`config.mk`:
```
export PLATFORM = sky130hd
export DESIGN_NAME = line_follow_p_controller
export DESIGN_NICKNAME = d
export VERILOG_FILES = /design/src/rtl/lfp_pkg.sv /design/src/rtl/lfp_alu.sv /design/src/rtl/line_follow_p_controller.sv
export SDC_FILE = /design/constraint.sdc
export NUM_CORES = 1
export LEC_CHECK = 0
export BUFFER_PORTS_ARGS = -buffer_cell sky130_fd_sc_hd__buf_2
export CAP_MARGIN = 20
export CORE_MARGIN = 2
export CORE_UTILIZATION = 45
export DETAILED_ROUTE_END_ITERATION = 10
export GPL_ROUTABILITY_DRIVEN = 0
export PLACE_DENSITY = 0.74
export SLEW_MARGIN = 20
export SYNTH_ARGS = -nofsm -noshare
export SYNTH_HDL_FRONTEND = slang
export SYNTH_SLANG_ARGS = --single-unit
```
`constraint.sdc`:
```
create_clock -name aclk -period 9.65 [get_ports aclk]
set_clock_uncertainty 0.2 [all_clocks]
set_input_delay 0.4825 -clock aclk [delete_from_list [all_inputs] [get_ports aclk]]
set_output_delay 0.4825 -clock aclk [all_outputs]
set_load 0.02 [all_outputs]
```
`src/rtl/lfp_pkg.sv`:
```
// ----------------------------------------------------------------------------
// lfp_pkg
// Types and constants shared by the line follower controller and its adder.
// ----------------------------------------------------------------------------
package lfp_pkg;

    localparam int SENSOR_COUNT = 7;
    localparam int IDX_W        = 3;
    localparam int ALU_W        = 16;
    localparam int DUTY_W       = 12;
    localparam int FRAME_W      = 14;
    localparam int CFG_IDX_W    = 2;
    localparam int CFG_DATA_W   = 12;
    localparam int LOST_W       = 8;

    localparam logic [DUTY_W-1:0] DUTY_MAX        = 12'd4095;
    localparam logic [LOST_W-1:0] LOST_MAX        = 8'd255;
    localparam logic [DUTY_W-1:0] BASE_SPEED_RST  = 12'd1500;
    localparam logic [DUTY_W-1:0] GAIN_RST        = 12'd90;
    localparam logic [LOST_W-1:0] LOST_LIMIT_RST  = 8'd40;

    localparam logic [CFG_IDX_W-1:0] CFG_BASE_SPEED = 2'd0;
    localparam logic [CFG_IDX_W-1:0] CFG_GAIN       = 2'd1;
    localparam logic [CFG_IDX_W-1:0] CFG_LOST_LIMIT = 2'd2;

    typedef struct packed {
        logic                      start_switch;
        logic [SENSOR_COUNT-1:0]   sensor_bits;
    } in_word_t;

    typedef struct packed {
        logic [FRAME_W-1:0] right_word;
        logic [FRAME_W-1:0] left_word;
        logic [1:0]         led_word;
    } out_word_t;

    typedef struct packed {
        logic signed [ALU_W-1:0] a;
        logic signed [ALU_W-1:0] b;
        logic                    sub;
    } alu_req_t;

    function automatic logic signed [3:0] pos_weight(input logic [IDX_W-1:0] idx);
        logic signed [3:0] w;
        unique case (idx)
            3'd0:    w = -4'sd3;
            3'd1:    w = -4'sd2;
            3'd2:    w = -4'sd1;
            3'd3:    w =  4'sd0;
            3'd4:    w =  4'sd1;
            3'd5:    w =  4'sd2;
            3'd6:    w =  4'sd3;
            default: w =  4'sd0;
        endcase
        return w;
    endfunction

endpackage

```
`src/rtl/lfp_alu.sv`:
```
// ----------------------------------------------------------------------------
// lfp_alu
// Shared 16-bit signed adder/subtractor driven by the controller sequencer.
// ----------------------------------------------------------------------------
module lfp_alu
    import lfp_pkg::*;
(
    input  alu_req_t                req,
    output logic signed [ALU_W-1:0] result
);

    logic [ALU_W-1:0] b_op;

    assign b_op   = req.sub ? ~req.b : req.b;
    assign result = $signed(req.a + b_op + ALU_W'(req.sub));

endmodule

```
`src/rtl/line_follow_p_controller.sv`:
```
// ----------------------------------------------------------------------------
// line_follow_p_controller
// Proportional line follower: turns a 7-bit sensor word and the start switch
// into two motor frames and an LED word. One 16-bit adder does the position,
// division, gain and duty arithmetic under a small sequencer. The sensor bits
// are scanned one per cycle, then the mean is found by repeated subtraction
// and the bias by repeated addition of the gain, then both duties are formed.
// Switch-off and line-lost items skip the scan and go straight to output. A
// result waits to be written while the output register is full and unread.
// The next word is accepted while a finished result waits in the output
// register.
// ----------------------------------------------------------------------------
module line_follow_p_controller
    import lfp_pkg::*;
(
    input  logic                  aclk,
    input  logic                  aresetn,
    input  logic                  cfg_wr_en,
    input  logic [CFG_IDX_W-1:0]  cfg_index,
    input  logic [CFG_DATA_W-1:0] cfg_wdata,
    input  logic                  s_valid,
    output logic                  s_ready,
    input  in_word_t              s_data,
    output logic                  m_valid,
    input  logic                  m_ready,
    output out_word_t             m_data
);

    typedef enum logic [2:0] {
        ST_IDLE, ST_SCAN, ST_ABS, ST_DIV, ST_MUL, ST_RIGHT, ST_LEFT, ST_EMIT
    } state_t;

    state_t                  state_reg;
    logic [DUTY_W-1:0]       base_speed_reg;
    logic [DUTY_W-1:0]       gain_reg;
    logic [LOST_W-1:0]       lost_limit_reg;
    logic [LOST_W-1:0]       lost_count_reg;
    logic [LOST_W-1:0]       lost_count_next;
    logic [SENSOR_COUNT-1:0] sensor_reg;
    logic [IDX_W-1:0]        idx_reg;
    logic [IDX_W-1:0]        cnt_reg;
    logic [IDX_W-1:0]        q_reg;
    logic                    neg_reg;
    logic signed [ALU_W-1:0] acc_reg;
    logic signed [ALU_W-1:0] bias_reg;
    logic [DUTY_W-1:0]       right_duty_reg;
    logic [1:0]              led_reg;
    out_word_t               out_reg;
    logic                    m_valid_reg;

    alu_req_t                alu_req;
    logic signed [ALU_W-1:0] alu_res;
    logic                    out_free;
    logic                    accept;
    logic                    lost_now;
    logic                    emit;

    function automatic logic [DUTY_W-1:0] clamp_duty(input logic signed [ALU_W-1:0] v);
        logic [DUTY_W-1:0] d;
        if (v < 0) begin
            d = '0;
        end else if (v > $signed({{(ALU_W-DUTY_W){1'b0}}, DUTY_MAX})) begin
            d = DUTY_MAX;
        end else begin
            d = v[DUTY_W-1:0];
        end
        return d;
    endfunction

    lfp_alu u_alu (
        .req    (alu_req),
        .result (alu_res)
    );

    assign s_ready  = (state_reg == ST_IDLE);
    assign accept   = s_valid && s_ready;
    assign out_free = !m_valid_reg || m_ready;
    assign emit     = ((state_reg == ST_LEFT) || (state_reg == ST_EMIT)) && out_free;
    assign m_valid  = m_valid_reg;
    assign m_data   = out_reg;

    always_comb begin
        if (!s_data.start_switch) begin
            lost_count_next = '0;
        end else if (s_data.sensor_bits == '0) begin
            lost_count_next = (lost_count_reg == LOST_MAX) ? lost_count_reg
                                                           : lost_count_reg + 1'b1;
        end else begin
            lost_count_next = '0;
        end
        lost_now = s_data.start_switch && (lost_count_next >= lost_limit_reg);
    end

    always_comb begin
        alu_req = '0;
        unique case (state_reg)
            ST_SCAN: begin
                alu_req.a   = acc_reg;
                alu_req.b   = ALU_W'(pos_weight(idx_reg));
                alu_req.sub = 1'b0;
            end
            ST_ABS: begin
                alu_req.a   = '0;
                alu_req.b   = acc_reg;
                alu_req.sub = 1'b1;
            end
            ST_DIV: begin
                alu_req.a   = acc_reg;
                alu_req.b   = $signed({{(ALU_W-IDX_W){1'b0}}, cnt_reg});
                alu_req.sub = 1'b1;
            end
            ST_MUL: begin
                alu_req.a   = bias_reg;
                alu_req.b   = $signed({{(ALU_W-DUTY_W){1'b0}}, gain_reg});
                alu_req.sub = 1'b0;
            end
            ST_RIGHT: begin
                alu_req.a   = $signed({{(ALU_W-DUTY_W){1'b0}}, base_speed_reg});
                alu_req.b   = bias_reg;
                alu_req.sub = neg_reg;
            end
            ST_LEFT: begin
                alu_req.a   = $signed({{(ALU_W-DUTY_W){1'b0}}, base_speed_reg});
                alu_req.b   = bias_reg;
                alu_req.sub = !neg_reg;
            end
            ST_IDLE, ST_EMIT: begin
                alu_req = '0;
            end
            default: begin
                alu_req = '0;
            end
        endcase
    end

    always_ff @(posedge aclk) begin
        if (!aresetn) begin
            state_reg      <= ST_IDLE;
            base_speed_reg <= BASE_SPEED_RST;
            gain_reg       <= GAIN_RST;
            lost_limit_reg <= LOST_LIMIT_RST;
            lost_count_reg <= '0;
            m_valid_reg    <= 1'b0;
        end else begin
            if (cfg_wr_en) begin
                unique case (cfg_index)
                    CFG_BASE_SPEED: base_speed_reg <= cfg_wdata[DUTY_W-1:0];
                    CFG_GAIN:       gain_reg       <= cfg_wdata[DUTY_W-1:0];
                    CFG_LOST_LIMIT: lost_limit_reg <= cfg_wdata[LOST_W-1:0];
                    default: ;
                endcase
            end

            if (emit) begin
                m_valid_reg <= 1'b1;
            end else if (m_valid_reg && m_ready) begin
                m_valid_reg <= 1'b0;
            end

            unique case (state_reg)
                ST_IDLE: begin
                    if (accept) begin
                        lost_count_reg <= lost_count_next;
                        sensor_reg     <= s_data.sensor_bits;
                        acc_reg        <= '0;
                        cnt_reg        <= '0;
                        idx_reg        <= '0;
                        if (!s_data.start_switch || lost_now) begin
                            led_reg   <= {lost_now, s_data.start_switch};
                            state_reg <= ST_EMIT;
                        end else begin
                            state_reg <= ST_SCAN;
                        end
                    end
                end
                ST_SCAN: begin
                    if (sensor_reg[idx_reg]) begin
                        acc_reg <= alu_res;
                        cnt_reg <= cnt_reg + 1'b1;
                    end
                    idx_reg <= idx_reg + 1'b1;
                    if (idx_reg == IDX_W'(SENSOR_COUNT - 1)) begin
                        state_reg <= ST_ABS;
                    end
                end
                ST_ABS: begin
                    neg_reg  <= acc_reg[ALU_W-1];
                    bias_reg <= '0;
                    q_reg    <= '0;
                    if (acc_reg[ALU_W-1]) begin
                        acc_reg <= alu_res;
                    end
                    state_reg <= (cnt_reg == '0) ? ST_MUL : ST_DIV;
                end
                ST_DIV: begin
                    if (!alu_res[ALU_W-1]) begin
                        acc_reg <= alu_res;
                        q_reg   <= q_reg + 1'b1;
                    end else begin
                        state_reg <= ST_MUL;
                    end
                end
                ST_MUL: begin
                    if (q_reg == '0) begin
                        state_reg <= ST_RIGHT;
                    end else begin
                        bias_reg <= alu_res;
                        q_reg    <= q_reg - 1'b1;
                    end
                end
                ST_RIGHT: begin
                    right_duty_reg <= clamp_duty(alu_res);
                    state_reg      <= ST_LEFT;
                end
                ST_LEFT: begin
                    if (out_free) begin
                        out_reg.right_word <= {1'b1, 1'b0, right_duty_reg};
                        out_reg.left_word  <= {1'b1, 1'b0, clamp_duty(alu_res)};
                        out_reg.led_word   <= 2'b01;
                        state_reg          <= ST_IDLE;
                    end
                end
                ST_EMIT: begin
                    if (out_free) begin
                        out_reg.right_word <= '0;
                        out_reg.left_word  <= '0;
                        out_reg.led_word   <= led_reg;
                        state_reg          <= ST_IDLE;
                    end
                end
                default: begin
                    state_reg <= ST_IDLE;
                end
            endcase
        end
    end

    a_busy_after_accept: assert property (@(posedge aclk) disable iff (!aresetn)
        (s_valid && s_ready) |=> !s_ready)
        else $error("input accepted while a word is in progress");

    a_stop_words: assert property (@(posedge aclk) disable iff (!aresetn)
        (m_valid && (m_data.led_word != 2'b01)) |->
            (m_data.right_word == '0 && m_data.left_word == '0))
        else $error("motor words not stopped when off or line lost");

    a_run_words: assert property (@(posedge aclk) disable iff (!aresetn)
        (m_valid && (m_data.led_word == 2'b01)) |->
            (m_data.right_word[13] && m_data.left_word[13]
             && !m_data.right_word[12] && !m_data.left_word[12]))
        else $error("running motor word lacks go bit");

    a_finish_needs_start: assert property (@(posedge aclk) disable iff (!aresetn)
        (m_valid && m_data.led_word[1]) |-> m_data.led_word[0])
        else $error("finish flag without start switch");

    a_quotient_range: assert property (@(posedge aclk) disable iff (!aresetn)
        (state_reg == ST_MUL) |-> (q_reg <= 3'd3))
        else $error("line position magnitude out of range");

endmodule

```
==> reports/metrics.cfg, run 1 <==
[run]
drv.max_cap_violation_count = 0

[grt]
first_pass_grt_wire_length_mm = 29.59
gr-usage-met3 = 0.04414
grt-busiest-layer = met2
grt.met1_usage = 0.2668
grt_usage = 0.2129
grt_remaining_overflow = 0
number_of_antenna_violations_at_the_first_check_in_global_routing = 0
number_of_global_route_vias_before_repair = 5840
largest_net_degree_at_the_start_of_global_routing = 50
grt_use_met2 = 0.3585

[floorplan]
coreArea_um2 = 16470
die-height_um = 133.4
die_w_um = 133.4
dieArea_um2 = 17790
boundaryPins = 59
start_util = 0.4576
std_cell_rows = 47

[sta]
report.final.setup_viol = 0
max_freq_ghz = 0.1773
final_min_period_over_clock_period = 0.5845
max_slew_margin = 0.3074
tightestPinTransition_ns = 1.038
rsz0062_at_grt = false
report.final.slew_viol_count = 0
timing.final.hold_violations = 0
postLayoutSetupSlackWorst_ns = 4.010
period_needed_ns = 5.640
fin_setup_tns_ns = 0

[finish]
n_antenna_cell = 0
final_common_cell = nand2_1
layout.area.seq_um2 = 3585
mostFrequentLayoutCells = nand2_1, edfxtp_1, a21oi_1, nor2_1, buf_2
fillers = 1507
layout_overhead_on_the_synthesized_area_pct = 12.85
largest_register_ff_count = 27
final_net_count = 899
drive_gt1_frac = 0.1370
final_cell_area_um2 = 8503
postLayoutCoreUtil = 0.5164
area_occupied_by_multi_input_gates_um2 = 3657

[clock_tree]
cts_setup_buffers = 0
cts_tree = yes
ctsHtreeMaxLevel = 4
cts-root-buf = clkbuf_16
cts_buffers = 17
clkSinkCount = 134
clk_latency_ns = 0.43
clock_pin_transition_on_the_worst_setup_and_hold_timing_paths_ns = 0.05
post_cts_hold_buffer_count = 0
post_cts_resized = 0
cts_buffer_depth = 2

[drt]
detailedRoute.firstIterationViolations = 676
drtPass1Iterations = 8
count_of_nets_left_with_antenna_violations_after_detail_routing = 0
drcViolationCount = 0
detail_route.wirelength_mm = 18.20
via_count = 6030
average_routed_wire_per_standard_cell_um = 16.95
viasPerCell = 5.615

[critical_path]
cp.required_ns = 9.52
crit_fanout = 48
data_arrival_time_of_the_critical_path_ns = 5.51
cp_cell_sequence = buf_4 > inv_1 > nor2_1 > a21oi_1 > o21ai_0 > nand2_1 > xnor2_1 > ha_1 > o21a_1 > o211ai_1 > o21ai_0 > a41o_4 > a21oi_4 > mux2i_4 > nand2_4 > a211oi_1
slowest_delay_ns = 0.67
timing.critical_path.mode_cell = o21ai_0
critical_path.slowest_cell = nor2_1
worst-path-stages = 16
timing.critical_path.buf_inv = 2
critical-path-top-delay-family = compound AO/OA/AOI/OAI gates
r2r.worst_path.cells = 16
critical_path_class = reg2reg
critical_path.endpoint_type = flip-flop
critPathLaunchType = flip-flop

[power_and_ir_drop]
power-per-cell-area_nw_per_um2 = 411.6
peakVddDrop_mv = 0.2300
total_leakage_power_nw = 3.214
report.power.total_mw = 3.500

[worst_hold_path]
worst_hold_path_type = in2reg
timing.hold.worst_path_depth = 1

[synthesis]
postSynth.topFlopCell = edfxtp_1
syn-cell-area_um2 = 7535
portion_of_synthesized_cell_area_occupied_by_the_leading_cell_type = 0.3587
syn_inst = 801
count_of_flip_flops_with_a_built_in_enable_after_synthesis = 90
yosys.area.top_type = edfxtp_1
synth-warning-count = 0
synthDistinctLibCells = 72
yosys-top-cells-area = edfxtp_1, dfxtp_1, a21oi_1, nand2_1, ha_1
avgSynthCellArea_um2 = 9.407
synth_seq_area_share = 0.4756
ys_ff_latch = 134
async_sr_flop_fraction = 0

[placement]
dp_hpwl_mm = 12.56
place.port_buffers = 56
postPlaceCellArea_um2 = 7966
post-place-ws_ns = 4.083

[outcome]
result_of_the_run = finished, final reports clean

-- where the power goes --
| part | total (mW) | internal (mW) | switching, mW |
|---|---|---|---|
| Combinational | 2.00 | 0.686 | 1.31 |
| Sequential | 0.911 | 0.857 | 0.0540 |
| Clock | 0.592 | 0.361 | 0.231 |
-- synthesized netlist by cell type (3+ instances only) --
library cell,instances
a21boi_0,4
o21ai_1,3
nor3_1,10
nor4_1,3
a31oi_1,5
clkbuf_1,32
dfxtp_1,44
nand2b_1,6
a21oi_1,89
xor2_1,8
nand2_1,107
edfxtp_1,90
ha_1,29
nor2b_1,16
a22oi_1,13
nor3b_1,3
and3_1,6
o22ai_1,5
o21ai_0,45
mux2i_1,17
buf_4,6
a22o_1,3
and2_1,19
xnor2_1,29
a21o_1,7
o21a_1,4
a211oi_1,5
nor2_1,84
buf_2,4
nand3_1,30
inv_1,22
-- layout make-up --
type,instances,area share
multi-input cells,597,0.4301
flip-flops and latches,134,0.4216
clock buffers,27,0.06048
repair buffers,66,0.04179
well taps,220,0.03237
inverters,25,0.01104
clock inverters,5,0.002649
-- layer usage --
layer / routed length [µm] / part of all wire
met1: 7629 / 0.42
met2: 9068 / 0.50
met3: 1050 / 0.058
met4: 452 / 0.025
met5: 0 / 0
-- cells by family after synthesis --
kind of cell | Yosys count | synth area share
simple gates | 300 | 0.1847
compound gates | 205 | 0.1682
flops | 134 | 0.4756
buf+inv | 71 | 0.04102
xor+xnor | 37 | 0.04301
fa+ha+maj | 31 | 0.05347
mux | 22 | 0.03354
other cells | 1 | 0.0004977
-- per-stage QoR --
| step | std cells | hold slack, ns |
|---|---|---|
| 3_3_place_gp | 1042 | 0.2512 |
| 2_1_floorplan | 802 | 0.2360 |
| 4_1_cts | 1074 | 0.03397 |
| 5_1_grt | 1074 | 0.04041 |
| 3_5_place_dp | 1042 | 0.2600 |
| 6_report | 1074 | 0.04714 |
-- worst paths after layout --
path	start	to	slack [ns]
worst max-delay path	state_reg[2]	q_reg[0]	4.01
worst min-delay path	s_data[3]	sensor_reg[3]	0.05
worst max register to register	state_reg[2]	q_reg[0]	4.01
worst min register to register	base_speed_reg[1]	base_speed_reg[1]	0.26
No activity file was read; power rests on OpenSTA's default activity.
==> inputs of run 2 (changes only) <==
==> constraint.sdc (replaced) <==
create_clock -name aclk -period 5.45 [get_ports aclk]
set_clock_uncertainty 0.2 [all_clocks]
set_input_delay 0.2725 -clock aclk [delete_from_list [all_inputs] [get_ports aclk]]
set_output_delay 0.2725 -clock aclk [all_outputs]
set_load 0.02 [all_outputs]
==> run 2 against run 1 <==
Final cell count is 2.5% higher. Setup slack worse by 3.5 ns. Register-to-register slack worse by 3.5 ns. Die area stayed put. Critical path depth is 3 higher. Sequential power is 86% higher. Largest cell class unchanged. Highest routed layer unchanged.
==> reports/metrics.cfg, run 2 (synthesis results as in run 1) <==
[outcome]
result_of_the_run = finished, final reports clean

[sta]
report.final.slew_viol_count = 0
final_worst_hold_slack_ns = 0.01423
max_freq_ghz = 0.2011
fin_setup_tns_ns = 0
timing.final.hold_violations = 0
tightestPinTransition_ns = 0.8954
max_slew_margin = 0.4011
period_needed_ns = 4.972
final_min_period_over_clock_period = 0.9124
rsz0062_at_grt = false
report.final.setup_viol = 0

[clock_tree]
clk_latency_ns = 0.42
ctsHtreeMaxLevel = 4
cts_tree = yes
clkSinkCount = 134
cts-root-buf = clkbuf_16
cts_buffers = 17
clock_pin_transition_on_the_worst_setup_and_hold_timing_paths_ns = 0.06
cts_buffer_depth = 2

[worst_hold_path]
worst_hold_path_type = in2reg
hold_end = m_valid
holdCritStartpoint = m_ready
timing.hold.worst_path_depth = 3

[power_and_ir_drop]
peakVddDrop_mv = 0.4178
power-per-cell-area_nw_per_um2 = 719.1
total_leakage_power_nw = 3.349
report.power.total_mw = 6.339

[critical_path]
r2r-start = state_reg[1]
critical_path.endpoint_type = flip-flop
critPathLaunchType = flip-flop
cp_cell_sequence = inv_1 > nor2_1 > a22oi_1 > o32ai_1 > a31oi_1 > a21oi_1 > mux2_2 > inv_1 > fa_1 > nor2b_1 > o21ai_0 > a21boi_0 > o2111ai_1 > a31oi_1 > xor2_1 > a311oi_2 > buf_4 > and2_1 > nor2_1
slowest_delay_ns = 0.70
critical_path.slowest_cell = dfxtp_1
crit_fanout = 22
data_arrival_time_of_the_critical_path_ns = 4.94
r2r.worst_path.cells = 19
setup.reg_to_reg.worst_slack_ns = 0.48
critical_path_class = reg2reg
worst_reg2reg_endpoint = m_data[11]
cp.required_ns = 5.42

[drt]
average_routed_wire_per_standard_cell_um = 16.68
drtPass1Iterations = 5
viasPerCell = 5.575
detailedRoute.firstIterationViolations = 681
count_of_nets_left_with_antenna_violations_after_detail_routing = 0
drcViolationCount = 0
via_count = 6138
detail_route.wirelength_mm = 18.36

[grt]
grt_remaining_overflow = 0
first_pass_grt_wire_length_mm = 29.95
number_of_global_route_vias_before_repair = 5971
grt_usage = 0.2145
number_of_antenna_violations_at_the_first_check_in_global_routing = 0
largest_net_degree_at_the_start_of_global_routing = 36

[finish]
final_common_cell = nand2_1
drive_gt1_frac = 0.1464
largest_register_ff_count = 27
final_cell_area_um2 = 8816
n_antenna_cell = 0
finish.cell_count_without_fillers = 1101
final_net_count = 926
layout_overhead_on_the_synthesized_area_pct = 17.00
mostFrequentLayoutCells = nand2_1, edfxtp_1, a21oi_1, nor2_1, buf_2

[run]
drv.max_cap_violation_count = 0

[placement]
place.port_buffers = 56
dp_cells = 1049
dp_hpwl_mm = 12.93
postPlaceCellArea_um2 = 8025

[floorplan]
boundaryPins = 59
die_w_um = 133.4
dieArea_um2 = 17790
die-height_um = 133.4
std_cell_rows = 47
start_util = 0.4576
coreArea_um2 = 16470

run 2: final cells by class:
class | count | area [µm²]
fill | 1478 | 7650
multi-input combinational | 597 | 3667
sequential | 134 | 3585
timing repair buffer | 93 | 608.1
clock buffer | 17 | 425.4
tap | 220 | 275.3
clock inverter | 15 | 161.4
inverter | 25 | 93.84
run 2: how the worst max path moves through the flow:
stage / startpoint / end / slack, ns / cells past startpoint
6_report: state_reg[1] / m_data[11] / 0.48 / 19
5_1_grt: state_reg[1] / m_data[11] / 0.05 / 19
4_1_cts: idx_reg[0] / q_reg[2] / 0.53 / 15
3_5_place_dp: idx_reg[0] / q_reg[1] / 0.55 / 15
3_3_place_gp: state_reg[0] / m_data[11] / 0.66 / 18
2_1_floorplan: state_reg[2] / acc_reg[0] / 0.44 / 17
run 2: power breakdown:
| group | leakage [nW] | internal, mW | switching [mW] | total (mW) |
|---|---|---|---|---|
| registers | 1.19 | 1.52 | 0.167 | 1.69 |
| clock network | 0.283 | 0.711 | 0.428 | 1.14 |
| logic | 1.88 | 1.26 | 2.25 | 3.51 |
| total | 3.35 | 3.49 | 2.85 | 6.34 |
run 2: per-stage QoR:
step,worst slack [ns],util
after global placement,0.6627,0.4874
final,0.4777,0.5354
after global routing,0.05385,0.5354
after CTS,0.5266,0.5352
after floorplan,0.4360,-
after detailed placement,0.5508,0.4874
run 2: critical path: cells and delay by family (launching register included):
| kind | cells | cell delay, ns |
|---|---|---|
| compound gates | 9 | 1.82 |
| xor+xnor | 1 | 0.15 |
| fa+ha+maj | 1 | 0.43 |
| buf+inv | 3 | 0.47 |
| flops | 1 | 0.70 |
| mux | 1 | 0.19 |
| simple gates | 4 | 0.77 |
run 2: per-layer routing:
metal | share of wire | wire, µm | track usage
met2 | 0.49 | 9062 | 0.3620
met3 | 0.064 | 1177 | 0.04833
met4 | 0.031 | 567 | 0.09279
met5 | 0 | 0 | 0
met1 | 0.41 | 7553 | 0.2648
run 2: timing repair:
action | CTS | global route
setup buffers | 0 | 0
setup endpoints to repair | 0 | 4
resized for setup | 0 | 1
hold buffers | 20 | 0
endpoints found under the hold margin | 40 | 0
